$ cat src/rtl/core/ktbp_pkg.sv
// ----------------------------------------------------------------------------
// Keyed token-bucket policer package
// Shared types, codes and helper functions of the policer.
// ----------------------------------------------------------------------------
package ktbp_pkg;

   localparam int TableEntriesDefault = 64;
   localparam logic [25:0] Cost = 26'd60;

   localparam logic [1:0] KIND_REQUEST = 2'd0;
   localparam logic [1:0] KIND_TICK    = 2'd1;
   localparam logic [1:0] KIND_SWEEP   = 2'd2;

   localparam logic [1:0] DENY_NONE    = 2'd0;
   localparam logic [1:0] DENY_GLOBAL  = 2'd1;
   localparam logic [1:0] DENY_ADDRESS = 2'd2;
   localparam logic [1:0] DENY_CLIENT  = 2'd3;

   localparam logic [2:0] REG_ENABLED    = 3'd0;
   localparam logic [2:0] REG_GLOBAL     = 3'd1;
   localparam logic [2:0] REG_ADDRESS    = 3'd2;
   localparam logic [2:0] REG_CLIENT     = 3'd3;
   localparam logic [2:0] REG_BURST      = 3'd4;
   localparam logic [2:0] REG_ADDR_LIMIT = 3'd5;
   localparam logic [2:0] REG_CLI_LIMIT  = 3'd6;
   localparam logic [2:0] REG_STALE      = 3'd7;

   typedef struct packed {
      logic [1:0]  kind;
      logic [63:0] address_key;
      logic        address_present;
      logic [63:0] client_key;
      logic        client_present;
   } req_type;

   typedef struct packed {
      logic        allowed;
      logic [1:0]  deny_reason;
      logic [6:0]  address_count;
      logic [6:0]  client_count;
      logic [31:0] request_total;
      logic [31:0] denied_total;
      logic [6:0]  address_swept;
      logic [6:0]  client_swept;
   } rsp_type;

   // One bucket as held in a table, stored by LRU position.
   typedef struct packed {
      logic [63:0] key;
      logic [25:0] tokens;
      logic [31:0] last;
   } bucket_type;

   typedef struct packed {
      logic [25:0] tokens;
      logic [31:0] last;
      logic [15:0] rate;
      logic [25:0] cap;
      logic [31:0] now;
      logic [15:0] stale;
   } refill_in_type;

   typedef struct packed {
      logic [25:0] tokens_left;
      logic        ok;
      logic        full;
      logic        idle_long;
   } refill_out_type;

   function automatic logic [25:0] cap_of(input logic [15:0] rate, input logic [4:0] burst);
      logic [4:0]  b;
      logic [20:0] rb;
      logic [26:0] c;
      b = (burst == 5'd0) ? 5'd1 : ((burst > 5'd16) ? 5'd16 : burst);
      rb = 21'(rate) * 21'(b);
      // Times sixty as a shift and subtract.
      c = (27'(rb) << 6) - (27'(rb) << 2);
      return c[25:0];
   endfunction

endpackage

$ cat src/rtl/core/ktbp_refill.sv
// ----------------------------------------------------------------------------
// Policer refill unit
// Two-stage shared unit: refills a bucket, takes one token and grades it.
// ----------------------------------------------------------------------------
module ktbp_refill (
   input  logic                     clock,
   input  ktbp_pkg::refill_in_type  op,
   output ktbp_pkg::refill_out_type res
);
   logic [47:0] prod_ff, prod_in;
   logic [31:0] el_ff, el_in;
   logic [25:0] tok_ff, cap_ff;
   logic [15:0] stale_ff;
   ktbp_pkg::refill_out_type res_ff, res_in;
   logic [48:0] sum;
   logic [25:0] t;

   always_comb begin
      el_in = (op.now >= op.last) ? (op.now - op.last) : 32'd0;
      prod_in = 48'(el_in) * 48'(op.rate);
   end

   always_ff @(posedge clock) begin
      prod_ff  <= prod_in;
      el_ff    <= el_in;
      tok_ff   <= op.tokens;
      cap_ff   <= op.cap;
      stale_ff <= op.stale;
   end

   always_comb begin
      sum = 49'(tok_ff) + 49'(prod_ff);
      t = (sum > 49'(cap_ff)) ? cap_ff : sum[25:0];
      res_in.ok = (t >= ktbp_pkg::Cost);
      res_in.tokens_left = res_in.ok ? (t - ktbp_pkg::Cost) : t;
      res_in.full = ((31'(t) * 31'd20) >= (31'(cap_ff) * 31'd19));
      res_in.idle_long = (el_ff > 32'(stale_ff));
   end

   always_ff @(posedge clock) begin
      res_ff <= res_in;
   end

   assign res = res_ff;
endmodule

$ cat config.mk
export PLATFORM = sky130hd
export DESIGN_NAME = ktbp_refill
export DESIGN_NICKNAME = d
export VERILOG_FILES = /design/src/rtl/core/ktbp_pkg.sv /design/src/rtl/core/ktbp_refill.sv
export SDC_FILE = /design/constraint.sdc
export NUM_CORES = 2
export LEC_CHECK = 0
export BUFFER_PORTS_ARGS = -buffer_cell sky130_fd_sc_hd__buf_2
export CAP_MARGIN = 40
export CELL_PAD_IN_SITES_DETAIL_PLACEMENT = 0
export CELL_PAD_IN_SITES_GLOBAL_PLACEMENT = 1
export CORE_MARGIN = 2
export CORE_UTILIZATION = 53
export DETAILED_ROUTE_END_ITERATION = 12
export PLACE_DENSITY_LB_ADDON = 0.1
export SLEW_MARGIN = 20
export SYNTH_ARGS = -nofsm -noshare
export SYNTH_HDL_FRONTEND = slang
export SYNTH_SLANG_ARGS = --single-unit
$ cat constraint.sdc
create_clock -name clock -period 33.3 [get_ports clock]
set_input_delay 6.66 -clock clock [delete_from_list [all_inputs] [get_ports clock]]
set_output_delay 6.66 -clock clock [all_outputs]
set_load 0.01 [all_outputs]
# Word-level counts from Yosys, hierarchy flattened
# Index checks and enable logic that the tools add are counted.
# classes
n_mux,3
n_lt_le_gt_ge,5
add_sub_neg,3
n_mul,3
# ops
cell,n
two-way mux 26 bit,2
adder 26 x 48 -> 49 bit,1
> comparator 49 x 26 -> 1 bit,1
multiplier 32 x 16 -> 48 bit,1
greater-or-equal comparator 32 bit,1
> comparator 32 x 16 -> 1 bit,1
two-way mux 32 bit,1
subtractor 32 bit,1
greater-or-equal comparator 31 bit,1
"multiplier 26 x 5 -> 31 bit, second input constant",1
"multiplier 26 x 3 -> 29 bit, second input constant",1
"greater-or-equal comparator 26 x 6 -> 1 bit, second input constant",1
"subtractor 26 x 6 -> 26 bit, second input constant",1
# word_totals
word_cells,23
regBits,177

# Depth between registers and ports, before layout
# depth
depth_word,5
mapped_depth,50
mapped_depth_nobuf,46

# Worst setup path before layout
# Ideal clock, no wire load.
# synth_timing
path_type,input to register
startpoint,input op[16] in the netlist's numbering
endpoint,register prod_ff[47]
t_arrival_ps,15588
slack_ps,17640
path_buffers,3
t_required_ps,33228
stages,40
setup_time_ps,72
cell_sequence,inv_1 -> ha_1 -> inv_1 -> fa_1 -> a21o_1 -> a21o_1 -> nand2_1 -> a211oi_1 -> o31ai_1 -> a211o_1 -> a31o_2 -> nand2_1 -> a221oi_1 -> clkbuf_1 -> clkbuf_1 -> nor2_1 -> clkbuf_1 -> nand2_1 -> [... 4 more ...] -> fa_1 -> inv_1 -> fa_1 -> inv_1 -> fa_1 -> ha_1 -> a2111oi_0 -> inv_1 -> a41oi_1 -> o211ai_1 -> a21o_1 -> a31oi_1 -> a311oi_1 -> a41oi_1 -> a31oi_1 -> a221o_1 -> a21oi_1 -> xnor2_1
# synth_via
elab_chain_cells,3
# synth_rtl
item,line_no,source
from (decl),ktbp_refill.sv:7,"input ktbp_pkg::refill_in_type op,"
subtractor 32 bit / greater-or-equal comparator 32 bit (equally long branches),ktbp_refill.sv:19,el_in = (op.now >= op.last) ? (op.now - op.last) : 32'd0;
two-way mux 32 bit (*),ktbp_refill.sv:19,
via el_in[10],ktbp_refill.sv:11,"logic [31:0] el_ff, el_in;"
multiplier 32 x 16 -> 48 bit (*),ktbp_refill.sv:20,prod_in = 48'(el_in) * 48'(op.rate);
via prod_in[47],ktbp_refill.sv:10,"logic [47:0] prod_ff, prod_in;"
to (signal assigned),ktbp_refill.sv:24,prod_ff <= prod_in;
to (decl),ktbp_refill.sv:10,
# The timed path passes the listed nets; every way through them passes the cells marked *.

# Final worst setup path
# layout_timing
startpoint,input op[16] in the netlist's numbering
endpoint,register prod_ff[47]
# layout_via
elab_chain_cells,3
# layout_rtl
item,line_no
subtractor 32 bit / greater-or-equal comparator 32 bit (equally long branches),ktbp_refill.sv:19
two-way mux 32 bit (*),ktbp_refill.sv:19
multiplier 32 x 16 -> 48 bit (*),ktbp_refill.sv:20
via prod_in[47],ktbp_refill.sv:10
# Marks and branches as above.

==> impl_metrics.toml <==
[floorplan]
die_y_um = 241
core_area_mm2 = 0.0553
die_x_um = 241
rows = 86
start_util_pct = 53.8
num_io_pins = 178
fp.dieArea_mm2 = 0.0580

[global_routing]
antenna_found_initial = 0
grt_max_degree = 49
overflow = 0
grt_pass1_vias = 25656
grt_pass1_wl_um = 132000
gr-usage-all-layers_pct = 29.3

[drt]
wl_um = 81200
drtPass1Iterations = 5
ant_nets = 0
via_count = 23914
drc_errors = 0
vias_per_cell = 5.53
drt_iter0_markers = 1246
wl_per_cell_um = 18.8

[pwr]
p_leak_nw = 15.3
worst_ir_drop_vdd_uv = 78.8
p_per_area_mw_per_mm2 = 91.6
power.total_w = 0.00294

[cts]
cts.repair.resized = 0
clk_latency_ps = 490
h-tree-depth = 4
cts_made_buffers = 17
postCtsSetupRepairBufs = 0
clock_tree.root_cell = "clkbuf_16"
ctsLongestPathBuffers = 2
cts_sinks = 177
tritoncts = "done"
clkTransAtPathRegs_ps = 80
cts_hold_buf = 0

[layout]
insertedDiodeCount = 0
drive_above_1_share_pct = 9.05
most-common-layout-cells = "inv_1 (612), fa_1 (443), nand2_1 (432)"
syn_to_final_growth_pct = 7.94
nFillCells = 5157
nNetsFinal = 4505
multiInputGateArea_mm2 = 0.0235
design_area_mm2 = 0.0321
final_common_cell = "inv_1"
regArea_mm2 = 0.00354
instances_no_fill = 4327

[yosys]
synth-seq-cells = 177
yosys-top-cells-area = "fa_1 (30%), ha_1 (15%), dfxtp_1 (12%), inv_1 (7.7%), nand2_1 (5.5%)"
post-synth-top-area-cell = "fa_1"
ys_seq_area_share_pct = 11.9
syn_nets = 4370
synth_warnings = 0
synthArstFlopShare_pct = 0
synth_edf_count = 0
netlist_area_mm2 = 0.0297
avgSynthCellArea_um2 = 8.67
syn_inst = 3431
ys_types = 98
synth_top_area_share_pct = 29.8
synth_flop_cell = "dfxtp_1"

[worst_setup_path]
path_max_fanout = 48
cpPeakStageDelay_ps = 560
cpMostUsedCell = "fa_1"
worstPathRequired_ps = 33720
critical-path-slowest-cell = "fa_1"
cp-start-kind = "input port"
end_kind = "register"
worst-setup-path-type = "input port to register"
crit_arrival_ps = 16890

[sta]
clock_skew_ps = 13.5
relSlewSlack_pct = 39.3
maxSlewViolCount = 0
hold_viol_final = 0
setup_viol = 0
tightest_slew_ps = 910
period_needed_ps = 16480
rsz0062_at_grt = "no"
fmax_ghz = 0.0607
fin_crit_sh_pct = 49.5
fin_setup_tns_ps = 0

[worst_hold_path]
hold_path_class = "register to register"

[status]
outcome = "finished clean"

[placed_design]
dp.cells = 4294
dpl-instance-area_mm2 = 0.0315
gp_congestion = 0.915
io_buffers = 177
hpwl_um = 65700

[flow_run]
cap_violations = 0
[stage by stage]
| step | hold WS (ps) | util, % | worst slack (ps) |
|---|---|---|---|
| 6_report | 634 | 58.0 | 16820 |
| 5_1_grt | 666 | 58.0 | 16230 |
| 4_1_cts | 630 | 58.0 | 16900 |
| 3_5_place_dp | 612 | 56.9 | 16390 |
| 3_3_place_gp | 629 | 56.7 | 16380 |
| 2_1_floorplan | 518 | - | 17640 |
[cells in the mapped netlist, types with 11 or more instances]
library cell,count
or3_1,14
nor2b_1,19
ha_1,347
a21o_1,44
a31oi_1,17
o21ai_0,94
dfxtp_1,177
nand2b_1,37
mux2i_1,24
nand4_1,33
xnor2_1,103
a21oi_1,156
and2_1,184
nor4_1,22
o21bai_1,14
nand2_1,432
nor3_1,44
xor2_1,55
nand3_1,53
nor2_1,136
fa_1,443
inv_1,612
nand3b_1,16
or2_2,11
o21a_1,31
clkbuf_1,89
o211ai_1,15
a211oi_1,17
[metal layers]
metal,GRT usage [%],vias to the layer above,wire length (µm)
li1,-,11313,-
met1,35.6,11821,33400
met2,53.0,658,41000
met3,4.51,122,4540
met4,9.67,0,2320
met5,0,-,0
[kinds of logic (layout without fill, tap and decap cells)]
group / count (synthesis) / count (layout) / share of synthesized area [%]
and+or+nand+nor: 1060 / 1060 / 17.7
adders and majority gates: 790 / 790 / 44.4
buffers and inverters: 716 / 864 / 9.28
AOI/OAI and AO/OA: 496 / 496 / 10.8
DFF: 177 / 177 / 11.9
xor gates and xnor gates: 159 / 159 / 4.71
muxes: 33 / 33 / 1.15
[final timing paths]
path         cells past startpoint           to        from  slack, ps
max                             39  prod_ff[47]      op[16]      16820
min                              2       res[4]   cap_ff[1]        630
max reg2reg                     45       res[1]  prod_ff[0]      21940
min reg2reg                      2       res[4]   cap_ff[1]        630
[registers in the layout, summed over array words and instances (netlist names)]
name      cells
cap_ff       26
el_ff        32
prod_ff      48
res          29
stale_ff     16
tok_ff       26
[power by group]
part,total [W],switching [W],internal [W]
Combinational,0.00241,0.00139,0.00102
Sequential,0.000319,0.0000398,0.000279
Clock,0.000211,0.000109,0.000102
Total,0.00294,0.00154,0.00140
[worst max-delay path, delay by kind of cell]
family                   cells  cell delay (ps)
XOR/XNOR                     1              140
buffers and inverters        7             1060
AO/OA/AOI/OAI               18             4190
AND/OR/NAND/NOR              4              670
adder cells (fa/ha/maj)      9             4110
[final cells by class]
type / count / area share (%)
timing repair buffer: 219 / 3.85
inverter: 613 / 7.17
clock inverter: 15 / 0.573
multi-input combinational: 2538 / 73.1
tap: 748 / 2.92
sequential: 177 / 11.0
clock buffer: 17 / 1.33
No activity file was read; power rests on OpenSTA's default activity.
